### src/rtl/lja_pkg.sv
// Shared types and constants for the Lennard-Jones energy accumulator.
package lja_pkg;

  localparam int unsigned MAX_PARTICLES_DEF = 65536;
  localparam int unsigned POS_W = 32;
  localparam int unsigned IDX_W = 16;
  localparam int unsigned BOX_W = 31;
  localparam int unsigned ACC_W = 64;
  localparam int unsigned CFG_IDX_W = 8;
  localparam int unsigned IN_TDATA_W = 112;
  localparam int unsigned CNT_W = 7;
  localparam logic [BOX_W-1:0] BOX_RESET = 31'd65536;

  localparam logic [CFG_IDX_W-1:0] REG_REF_X = 8'd0;
  localparam logic [CFG_IDX_W-1:0] REG_REF_Y = 8'd1;
  localparam logic [CFG_IDX_W-1:0] REG_REF_Z = 8'd2;
  localparam logic [CFG_IDX_W-1:0] REG_REF_INDEX = 8'd3;
  localparam logic [CFG_IDX_W-1:0] REG_START_INDEX = 8'd4;
  localparam logic [CFG_IDX_W-1:0] REG_BOX_X = 8'd5;
  localparam logic [CFG_IDX_W-1:0] REG_BOX_Y = 8'd6;
  localparam logic [CFG_IDX_W-1:0] REG_BOX_Z = 8'd7;

  // multiplier operations, in issue order
  localparam logic [2:0] MOP_SQ_X = 3'd0;
  localparam logic [2:0] MOP_SQ_Y = 3'd1;
  localparam logic [2:0] MOP_SQ_Z = 3'd2;
  localparam logic [2:0] MOP_R4 = 3'd3;
  localparam logic [2:0] MOP_R6 = 3'd4;
  localparam logic [2:0] MOP_R12 = 3'd5;

  typedef enum logic [3:0] {
    ST_IDLE,
    ST_AXIS,
    ST_MUL,
    ST_MDONE,
    ST_CHK,
    ST_DIV,
    ST_ENERGY,
    ST_FIN
  } state_t;

endpackage

### src/rtl/lennard_jones_energy_accumulator.sv
// Top level: Lennard-Jones pair energy accumulator with minimum-image distance.
//
// One partner is taken at a time. An eligible partner goes through the minimum image
// for each axis in turn, three bit-serial squares, a restoring division for r^-2
// and three bit-serial products for r^-4, r^-6 and r^-12, all on one shift-add
// multiplier that retires one bit per cycle. A skipped partner goes from the
// minimum-image steps straight to the finish state. The sum and saturation flag
// are presented on the partner marked tlast and held in an output register,
// so the next partner is taken while the result waits.
module lennard_jones_energy_accumulator
  import lja_pkg::*;
#(
  parameter int unsigned MAX_PARTICLES = MAX_PARTICLES_DEF
) (
  input  logic                  clk,
  input  logic                  rst,
  input  logic                  cfg_valid,
  output logic                  cfg_ready,
  input  logic [CFG_IDX_W-1:0]  cfg_index,
  input  logic [POS_W-1:0]      cfg_data,
  input  logic                  s_tvalid,
  output logic                  s_tready,
  // pos_x[31:0], pos_y[63:32], pos_z[95:64], partner_index[111:96]
  input  logic [IN_TDATA_W-1:0] s_tdata,
  input  logic                  s_tlast,
  output logic                  m_tvalid,
  input  logic                  m_tready,
  // energy_sum[63:0]
  output logic [ACC_W-1:0]      m_tdata,
  // saturated[0]
  output logic                  m_tuser
);

  localparam logic [IDX_W:0] MAX_P = (IDX_W+1)'(MAX_PARTICLES);

  state_t state, state_next;

  logic signed [POS_W-1:0] ref_x, ref_y, ref_z;
  logic [IDX_W-1:0] ref_index, start_index;
  logic [BOX_W-1:0] box_x, box_y, box_z;

  logic signed [POS_W-1:0] px, py, pz;
  logic [IDX_W-1:0] pidx;
  logic plast;

  logic signed [ACC_W-1:0] acc;
  logic sat;
  logic [CNT_W-1:0] cnt;
  logic [2:0] mop;
  logic far;
  logic [30:0] av [3];
  logic [63:0] ssum, ma, mb, rem, quo, xr, yr;
  logic [127:0] mp;

  // minimum image for the current axis
  logic [1:0] k;
  logic signed [POS_W-1:0] sp, sr;
  logic [BOX_W-1:0] sl;
  logic signed [34:0] d, d2, ln, dm, da;
  logic far_k;

  assign k = cnt[1:0];

  always_comb begin
    unique case (k)
      2'd0: begin sp = px; sr = ref_x; sl = box_x; end
      2'd1: begin sp = py; sr = ref_y; sl = box_y; end
      default: begin sp = pz; sr = ref_z; sl = box_z; end
    endcase
    d = 35'(sp) - 35'(sr);
    d2 = d <<< 1;
    ln = $signed({4'd0, sl});
    if (d2 > ln) begin
      dm = d - ln;
    end else if (d2 <= -ln) begin
      dm = d + ln;
    end else begin
      dm = d;
    end
    da = dm[34] ? -dm : dm;
    far_k = (da[34:31] != 4'd0);
  end

  logic eligible;
  assign eligible = (pidx >= start_index) && (pidx != ref_index) && ({1'b0, pidx} < MAX_P);

  // serial multiplier and divider step
  logic [64:0] mup;
  logic [64:0] trial;
  logic [63:0] rnd;
  assign mup = {1'b0, mp[127:64]} + (mb[0] ? {1'b0, ma} : 65'd0);
  assign trial = {rem, (cnt == '0)};
  assign rnd = mp[95:32] + {63'd0, mp[31]};

  // energy update
  logic signed [65:0] ds;
  logic signed [67:0] esum;
  logic too_big;
  assign ds = $signed({2'b00, yr}) - $signed({2'b00, xr});
  assign esum = 68'(acc) + (68'(ds) <<< 2);
  assign too_big = !ds[65] && (ds[63:61] != 3'd0);

  assign cfg_ready = 1'b1;
  assign s_tready = (state == ST_IDLE);

  always_ff @(posedge clk) begin
    if (rst) begin
      state <= ST_IDLE;
    end else begin
      state <= state_next;
    end
  end

  always_comb begin
    state_next = state;
    unique case (state)
      ST_IDLE: begin
        if (s_tvalid) state_next = ST_AXIS;
      end
      ST_AXIS: begin
        if (!eligible) state_next = ST_FIN;
        else if (k == 2'd2) state_next = (far || far_k) ? ST_FIN : ST_MUL;
      end
      ST_MUL: begin
        if (cnt == CNT_W'(63)) state_next = ST_MDONE;
      end
      ST_MDONE: begin
        if (mop == MOP_SQ_Z) state_next = ST_CHK;
        else if (mop == MOP_R12) state_next = ST_ENERGY;
        else state_next = ST_MUL;
      end
      ST_CHK: begin
        state_next = (ssum[63:27] == 37'd0) ? ST_FIN : ST_DIV;
      end
      ST_DIV: begin
        if (cnt == CNT_W'(64)) state_next = ST_MUL;
      end
      ST_ENERGY: state_next = ST_FIN;
      ST_FIN: begin
        if (!plast || !m_tvalid || m_tready) state_next = ST_IDLE;
      end
      default: state_next = ST_IDLE;
    endcase
  end

  always_ff @(posedge clk) begin
    if (rst) begin
      ref_x <= '0;
      ref_y <= '0;
      ref_z <= '0;
      ref_index <= '0;
      start_index <= '0;
      box_x <= BOX_RESET;
      box_y <= BOX_RESET;
      box_z <= BOX_RESET;
      acc <= '0;
      sat <= 1'b0;
      m_tvalid <= 1'b0;
      cnt <= '0;
      mop <= MOP_SQ_X;
      far <= 1'b0;
    end else begin
      if (cfg_valid) begin
        unique case (cfg_index)
          REG_REF_X: ref_x <= cfg_data;
          REG_REF_Y: ref_y <= cfg_data;
          REG_REF_Z: ref_z <= cfg_data;
          REG_REF_INDEX: ref_index <= cfg_data[IDX_W-1:0];
          REG_START_INDEX: start_index <= cfg_data[IDX_W-1:0];
          REG_BOX_X: box_x <= cfg_data[BOX_W-1:0];
          REG_BOX_Y: box_y <= cfg_data[BOX_W-1:0];
          REG_BOX_Z: box_z <= cfg_data[BOX_W-1:0];
          default: ;
        endcase
      end
      if (state == ST_FIN && plast && (!m_tvalid || m_tready)) begin
        m_tvalid <= 1'b1;
      end else if (m_tvalid && m_tready) begin
        m_tvalid <= 1'b0;
      end

      unique case (state)
        ST_IDLE: begin
          cnt <= '0;
          far <= 1'b0;
          ssum <= '0;
          if (s_tvalid) begin
            px <= s_tdata[31:0];
            py <= s_tdata[63:32];
            pz <= s_tdata[95:64];
            pidx <= s_tdata[111:96];
            plast <= s_tlast;
          end
        end
        ST_AXIS: begin
          av[k] <= da[30:0];
          far <= far || far_k;
          if (k == 2'd2) begin
            cnt <= '0;
            mop <= MOP_SQ_X;
            ma <= {33'd0, av[0]};
            mb <= {33'd0, av[0]};
            mp <= '0;
          end else begin
            cnt <= cnt + CNT_W'(1);
          end
        end
        ST_MUL: begin
          mp <= {mup, mp[63:1]};
          mb <= mb >> 1;
          cnt <= cnt + CNT_W'(1);
        end
        ST_MDONE: begin
          cnt <= '0;
          mp <= '0;
          mop <= mop + 3'd1;
          case (mop)
            MOP_SQ_X: begin
              ssum <= ssum + mp[63:0];
              ma <= {33'd0, av[1]};
              mb <= {33'd0, av[1]};
            end
            MOP_SQ_Y: begin
              ssum <= ssum + mp[63:0];
              ma <= {33'd0, av[2]};
              mb <= {33'd0, av[2]};
            end
            MOP_SQ_Z: ssum <= ssum + mp[63:0];
            MOP_R4: begin
              ma <= rnd;
              mb <= quo;
            end
            MOP_R6: begin
              xr <= rnd;
              ma <= rnd;
              mb <= rnd;
            end
            default: yr <= rnd;
          endcase
        end
        ST_CHK: begin
          cnt <= '0;
          rem <= '0;
          quo <= '0;
          if (ssum[63:27] == 37'd0) begin
            acc <= {1'b0, {(ACC_W-1){1'b1}}};
            sat <= 1'b1;
          end
        end
        ST_DIV: begin
          if (trial >= {1'b0, ssum}) begin
            rem <= 64'(trial - {1'b0, ssum});
            quo <= {quo[62:0], 1'b1};
          end else begin
            rem <= trial[63:0];
            quo <= {quo[62:0], 1'b0};
          end
          cnt <= (cnt == CNT_W'(64)) ? '0 : cnt + CNT_W'(1);
          if (cnt == CNT_W'(64)) begin
            if (trial >= {1'b0, ssum}) begin
              ma <= {quo[62:0], 1'b1};
              mb <= {quo[62:0], 1'b1};
            end else begin
              ma <= {quo[62:0], 1'b0};
              mb <= {quo[62:0], 1'b0};
            end
            mp <= '0;
          end
        end
        ST_ENERGY: begin
          if (too_big || (esum > 68'sh7FFF_FFFF_FFFF_FFFF)) begin
            acc <= {1'b0, {(ACC_W-1){1'b1}}};
            sat <= 1'b1;
          end else if (esum < -68'sh8000_0000_0000_0000) begin
            acc <= {1'b1, {(ACC_W-1){1'b0}}};
            sat <= 1'b1;
          end else begin
            acc <= esum[63:0];
          end
        end
        ST_FIN: begin
          if (plast && (!m_tvalid || m_tready)) begin
            m_tdata <= acc;
            m_tuser <= sat;
            acc <= '0;
            sat <= 1'b0;
          end
        end
        default: ;
      endcase
    end
  end

endmodule

### config.mk
export PLATFORM = sky130hd
export DESIGN_NAME = lennard_jones_energy_accumulator
export DESIGN_NICKNAME = d
export VERILOG_FILES = /design/src/rtl/lja_pkg.sv /design/src/rtl/lennard_jones_energy_accumulator.sv
export SDC_FILE = /design/constraint.sdc
export NUM_CORES = 2
export LEC_CHECK = 0
export ABC_AREA = 1
export BUFFER_PORTS_ARGS = -buffer_cell sky130_fd_sc_hd__buf_2
export CAP_MARGIN = 20
export CELL_PAD_IN_SITES_DETAIL_PLACEMENT = 0
export CELL_PAD_IN_SITES_GLOBAL_PLACEMENT = 2
export CORE_UTILIZATION = 39
export CTS_CLUSTER_DIAMETER = 80
export CTS_CLUSTER_SIZE = 24
export DETAILED_ROUTE_END_ITERATION = 7
export PLACE_DENSITY_LB_ADDON = 0.05
export SYNTH_ARGS = -nofsm -noshare
export SYNTH_HDL_FRONTEND = slang
export SYNTH_SLANG_ARGS = --single-unit
export TNS_END_PERCENT = 1
### constraint.sdc
create_clock -name clk -period 9.9 [get_ports clk]
set_input_delay 0.99 -clock clk [delete_from_list [all_inputs] [get_ports clk]]
set_output_delay 0.99 -clock clk [all_outputs]
set_load 0.01 [all_outputs]
# After elaboration in Yosys (flattened, before gate mapping)

Memory sizes are Yosys's and may differ from the RTL's.
Cells that the tools add are included.

Bits in latches: 0
Memories kept: 1
Word-level logic and storage cells: 198
RAM bits: 93
Output and inout bits: 68
Memory bits (read-only): 0
Bits in registers: 1056

Memory list:

| name | words | width | rd ports | clocked after memory_dff | write ports | RTL line                               | source |
|---|---|---|---|---|---|---|---|
| av   | 3     | 31    | 3        | 0                        | 1           | lennard_jones_energy_accumulator.sv:51 | `logic [30:0] av [3];` |

Shifts and indexed selects: 0
Muxes and demuxes: 54
Reduce and logical (&&, ||, !) cells: 56
Eq/ne operators: 36
Add/subtract/negate cells: 13
Divide/modulo/power cells: 0
Order comparisons: 6
Bitwise operators: 2
$mul: 0

Operator list:

| kind                                                                              | count |
|---|---|
| 64-bit two-way mux                                                                | 9 |
| 64-bit case mux with 3 select lines                                               | 3 |
| 128-bit case mux with 4 select lines                                              | 1 |
| 64-bit case mux with 4 select lines                                               | 2 |
| 64-bit case mux with 2 select lines                                               | 3 |
| 128-bit two-way mux                                                               | 2 |
| 32-bit case mux with 2 select lines                                               | 2 |
| 35-bit two-way mux                                                                | 3 |
| 64-bit by 67-bit adder with 68-bit output                                         | 1 |
| 68-bit by 64-bit greater-than comparator with 1-bit output, second input constant | 1 |
| 68-bit by 64-bit less-than comparator with 1-bit output, second input constant    | 1 |
| 64-bit by 64-bit adder with 65-bit output                                         | 1 |
| 65-bit by 64-bit greater-or-equal comparator with 1-bit output                    | 1 |
| 64-bit by 64-bit subtractor with 65-bit output                                    | 1 |
| 64-bit by 1-bit adder with 64-bit output                                          | 1 |
| 64-bit adder                                                                      | 1 |
| 64-bit subtractor                                                                 | 1 |
| 31-bit case mux with 2 select lines                                               | 1 |
| 37-bit zero test                                                                  | 1 |
| 34-bit by 35-bit less-or-equal comparator with 1-bit output                       | 1 |
| 31-bit negation with 35-bit output                                                | 1 |
| 35-bit negation                                                                   | 1 |
| 33-bit by 32-bit adder with 34-bit output                                         | 1 |
| 34-bit by 32-bit greater-than comparator with 1-bit output                        | 1 |
| 53 further kinds                                                                  | 126 |

# Longest topological paths before layout

Word-level depth: 14
Mapped depth: 56

# Least setup slack after synthesis

No wires, ideal clock.

Kind: input to register
Start: input port rst
End: register yr[0] (enable)
Setup slack: 1.554 ns
Data arrival time: 7.702 ns
Required time: 9.256 ns
Stages: 5
Cell sequence: clkbuf_1 -> clkinv_1 -> clkbuf_1 -> nand2_1 -> nor4_1

Cells in the longest elaborated chain, start to end: 2

RTL lines:

| item                                 | RTL line                                | source |
|---|---|---|
| start, declared                      | lennard_jones_energy_accumulator.sv:16  | `input logic rst,` |
| 1-bit inverter (no source line)      | n/a                                     |  |
| 3-bit AND reduction (no source line) | n/a                                     |  |
| end signal, assigned                 | lennard_jones_energy_accumulator.sv:238 | `default: yr <= rnd;` |
| end, declared                        | lennard_jones_energy_accumulator.sv:52  | `logic [63:0] ssum, ma, mb, rem, quo, xr, yr;` |

Every way passes these cells.
A chain may end at the register's enable or synchronous reset.

# Worst setup path in the final report

Start: register cnt[0]
End: memory av[1][29], data pin

Cells in the longest elaborated chain, start to end: 8
Elaborated cells on any way between the ends: 15
Classes of those cells: 5 x add/sub; 2 x order compare; 1 x eq/ne; 6 x mux; 1 x reduce/logical

RTL lines:

| item                                                                                                                     | RTL line                                                                       | source |
|---|---|---|
| start, declared                                                                                                          | lennard_jones_energy_accumulator.sv:48                                         | `logic [CNT_W-1:0] cnt;` |
| start signal, assigned                                                                                                   | lennard_jones_energy_accumulator.sv:205                                        | `cnt <= cnt + CNT_W'(1);` |
| start signal, assigned                                                                                                   | lennard_jones_energy_accumulator.sv:211                                        | `cnt <= cnt + CNT_W'(1);` |
| start signal, assigned                                                                                                   | lennard_jones_energy_accumulator.sv:258                                        | `cnt <= (cnt == CNT_W'(64)) ? '0 : cnt + CNT_W'(1);` |
| 2-bit by 1-bit equality test with 1-bit output or 2-bit zero test (tied branches)                                        | lennard_jones_energy_accumulator.sv:65                                         | `unique case (k)` |
| 32-bit case mux with 2 select lines or 31-bit case mux with 2 select lines (tied branches)                               | lennard_jones_energy_accumulator.sv:65                                         |  |
| 32-bit by 32-bit subtractor with 33-bit output or 31-bit negation with 35-bit output (tied branches)                     | lennard_jones_energy_accumulator.sv:70, lennard_jones_energy_accumulator.sv:75 |  |
| 33-bit by 32-bit adder with 34-bit output or 34-bit by 35-bit less-or-equal comparator with 1-bit output (tied branches) | lennard_jones_energy_accumulator.sv:76, lennard_jones_energy_accumulator.sv:75 |  |
| 35-bit two-way mux                                                                                                       | lennard_jones_energy_accumulator.sv:75                                         | `end else if (d2 <= -ln) begin` |
| 35-bit two-way mux *                                                                                                     | lennard_jones_energy_accumulator.sv:73                                         | `if (d2 > ln) begin` |
| 35-bit negation                                                                                                          | lennard_jones_energy_accumulator.sv:80                                         | `da = dm[34] ? -dm : dm;` |
| 35-bit two-way mux *                                                                                                     | lennard_jones_energy_accumulator.sv:80                                         |  |
| net da[29]                                                                                                               | lennard_jones_energy_accumulator.sv:59                                         | `logic signed [34:0] d, d2, ln, dm, da;` |
| end, declared                                                                                                            | lennard_jones_energy_accumulator.sv:51                                         |  |

Mark *: on every way through the listed nets, which the timed path passes. The rest lies on a longest branch.

==> out/results.ini <==
[placement]
portBuffers = 224
dp.cells = 11600
hpwl_mm = 186
pre_cts_ws_ps = 1180
gp_congestion = 0.907

[grt]
grt-ovfl-total = 0
grt_pass1_wl_mm = 368
gr-usage-all-layers_pct = 24.9
grt_max_degree = 129
antenna_found_initial = 5
grt_pass1_vias = 61000

[sta]
rsz0062_at_grt = false
fin_skew_ps = 53.3
max_slew.worst_pin.slew_ps = 1170
period_share_pct = 87.7
worst_slack_ps = 1220
max_slew_margin_pct = 21.4
fin_setup_tns_ps = 0
hold_viol = 0
max_freq_ghz = 0.115
drv_slew = 0
period_needed_ps = 8680
setup_violations = 0

[die]
die_w_um = 435
core-area_um2 = 186000
rows = 158
start_util_pct = 39.3
die_h_um = 435
pin_count = 226
die_area_um2 = 189000

[power_and_ir_drop]
power_density_nw_per_um2 = 321
peakVddDrop_v = 0.000280
power.leakage_nw = 35.0

[yosys]
synth_top_area_cell = edfxtp_1
syn_avg_cell_area_um2 = 8.07
synth-main-ff-cell = edfxtp_1
yosysMostFrequentCell = nand2_1
async_flop_share_pct = 0
synth_cells = 9057
synth-seq-cells = 1146
synth_edf_count = 846
synth_top_area_share_pct = 34.8
synth.yosys.seq_area_share_pct = 43.0
synth_common_cells = nand2_1, inv_1, nor2_1
syn-num-nets = 9733
synthesis.area_um2 = 73100
synthTopCellsByArea = edfxtp_1, ha_1, dfxtp_1
yosys_warnings = 0
synth_cell_types = 65

[cells_and_area]
syn_to_final_growth_pct = 10.1
nets = 9849
fin_cells = 11700
fillers = 19000
drive_gt1_share_pct = 6.50
ff_latch_area_um2 = 31400
multiInputGateArea_um2 = 36100

[critical_path]
cp_slowest_cell = xor2_1
cp-start-kind = flip-flop
slowest_delay_ps = 710
worstSetupPathType = reg -> reg
crit_path_end_kind = flip-flop
critical-path-top-delay-family = simple AND/OR/NAND/NOR gates
cp.required_ps = 10450
crit_arrival_ps = 9230
cp_num_buf_inv = 5
cp_common_cell = nand2_1
crit_fanout = 28

[clock_tree]
clkTransAtPathRegs_ps = 80
numCtsBuffers = 90
clockRootBuffer = clkbuf_16
clock_latency_ps = 780
cts_sinks = 1146
cts_tree = done
clockBufferDepth = 3
htreeDepth = 3
cts_hold_buf = 0
postCtsSetupBuffers = 0
cts.repair.resized = 0

[route]
drt-total-wl_mm = 241
wl_met1_mm = 106
post_drt_wl_per_cell_um = 20.5
viasPerCell = 5.27
drt_iter0_drc = 3902
wl_met3_mm = 8.63
first_pass_iters = 5
drc = 0
top_layer_used = met4
route.vias.total = 61800
drtAntennaViolNets = 0
wl_met2_mm = 119

[job]
maxCapViolations = 0

[worst_hold_path]
hp-class = in -> reg

[status]
status = complete, no violations

[where the power goes]
part           total, mW  internal, mW  leakage, nW  switching [mW]
Sequential          7.12          6.78         10.3           0.341
Combinational       14.5          4.41         23.0            10.1
Clock               4.23          2.01         1.66            2.22
[area by class of cell]
class	count	area share, %
multi-input cells	6414	44.9
flip-flops and latches	1146	39.0
inverters	1208	5.64
well taps	2480	3.86
clock buffers	104	2.98
repair buffers	313	2.34
clock inverters	65	1.28
diodes	3	0.00933
[stage by stage]
stage	instance area (um^2)	hold slack (ps)	util [%]	power [mW]
floorplan	73100	408	-	17.4
global placement	76900	416	41.4	21.7
detailed placement	77000	423	41.4	21.8
CTS	80400	319	43.3	26.1
global route	80500	358	43.3	28.0
finish	80500	395	43.3	25.8
[sequential cells by signal, indices dropped and copies added, names as in the netlist, 63 cells and up]
signal,cells
xr,64
mp,128
mb,64
ssum,64
rem,64
quo,64
ma,64
yr,64
acc,63
av,93
m_tdata,63
[cell families after synthesis]
group / Yosys count / synth area share (%)
XOR/XNOR: 362 / 4.34
adder cells (fa/ha/maj): 518 / 8.96
AO/OA/AOI/OAI: 2216 / 17.2
AND/OR/NAND/NOR: 3317 / 18.7
other: 1 / 0.00513
flip-flops: 1146 / 43.0
buffers and inverters: 1497 / 7.85
[worst reg2reg max path: cells and delay by family (launching register included)]
family / cells / cell delay (ps)
DFF: 1 / 490
xor gates and xnor gates: 2 / 990
buffers and inverters: 5 / 1380
adders and majority gates: 3 / 1050
AOI/OAI and AO/OA: 4 / 660
and+or+nand+nor: 25 / 3960
[worst paths after layout]
check	from	to	slack, ps	cells after the start
setup / recovery	cnt[0]	av[1][29]	1220	39
hold reg to reg	acc[0]	m_tdata[1]	450	0
hold / removal	s_tdata[108]	pidx[12]	400	1
setup reg to reg	cnt[0]	av[1][29]	1220	39
[layout by cell type (no fill, tap or decap), types with 15 or more instances in the layout]
master / netlist / layout
a21boi_0: 36 / 36
a21o_1: 21 / 21
a21oi_1: 872 / 872
a221o_1: 33 / 33
a22o_1: 33 / 33
a22oi_1: 60 / 60
a31oi_1: 105 / 105
buf_2: 29 / 224
buf_4: 8 / 79
clkbuf_16: 0 / 92
dfxtp_1: 300 / 300
edfxtp_1: 846 / 846
ha_1: 509 / 507
inv_1: 1195 / 1186
nand2_1: 1532 / 1531
nand2_2: 18 / 18
nand3_1: 278 / 277
nand4_1: 99 / 99
nor2_1: 1171 / 1159
nor2_2: 8 / 15
nor3_1: 104 / 101
nor4_1: 50 / 49
o211ai_1: 22 / 22
o21a_1: 81 / 81
o21ai_0: 723 / 722
o21ai_1: 40 / 41
o21bai_1: 30 / 30
o22ai_1: 63 / 62
or2_2: 17 / 17
xnor2_1: 140 / 140
xor2_1: 222 / 222
[layer usage]
metal | GRT usage, % | up-vias
met2 | 44.1 | 1382
met5 | 0 | -
met4 | 7.40 | 0
met1 | 32.0 | 29100
met3 | 2.10 | 285
li1 | - | 31000
(Power assumes the default switching activity.)
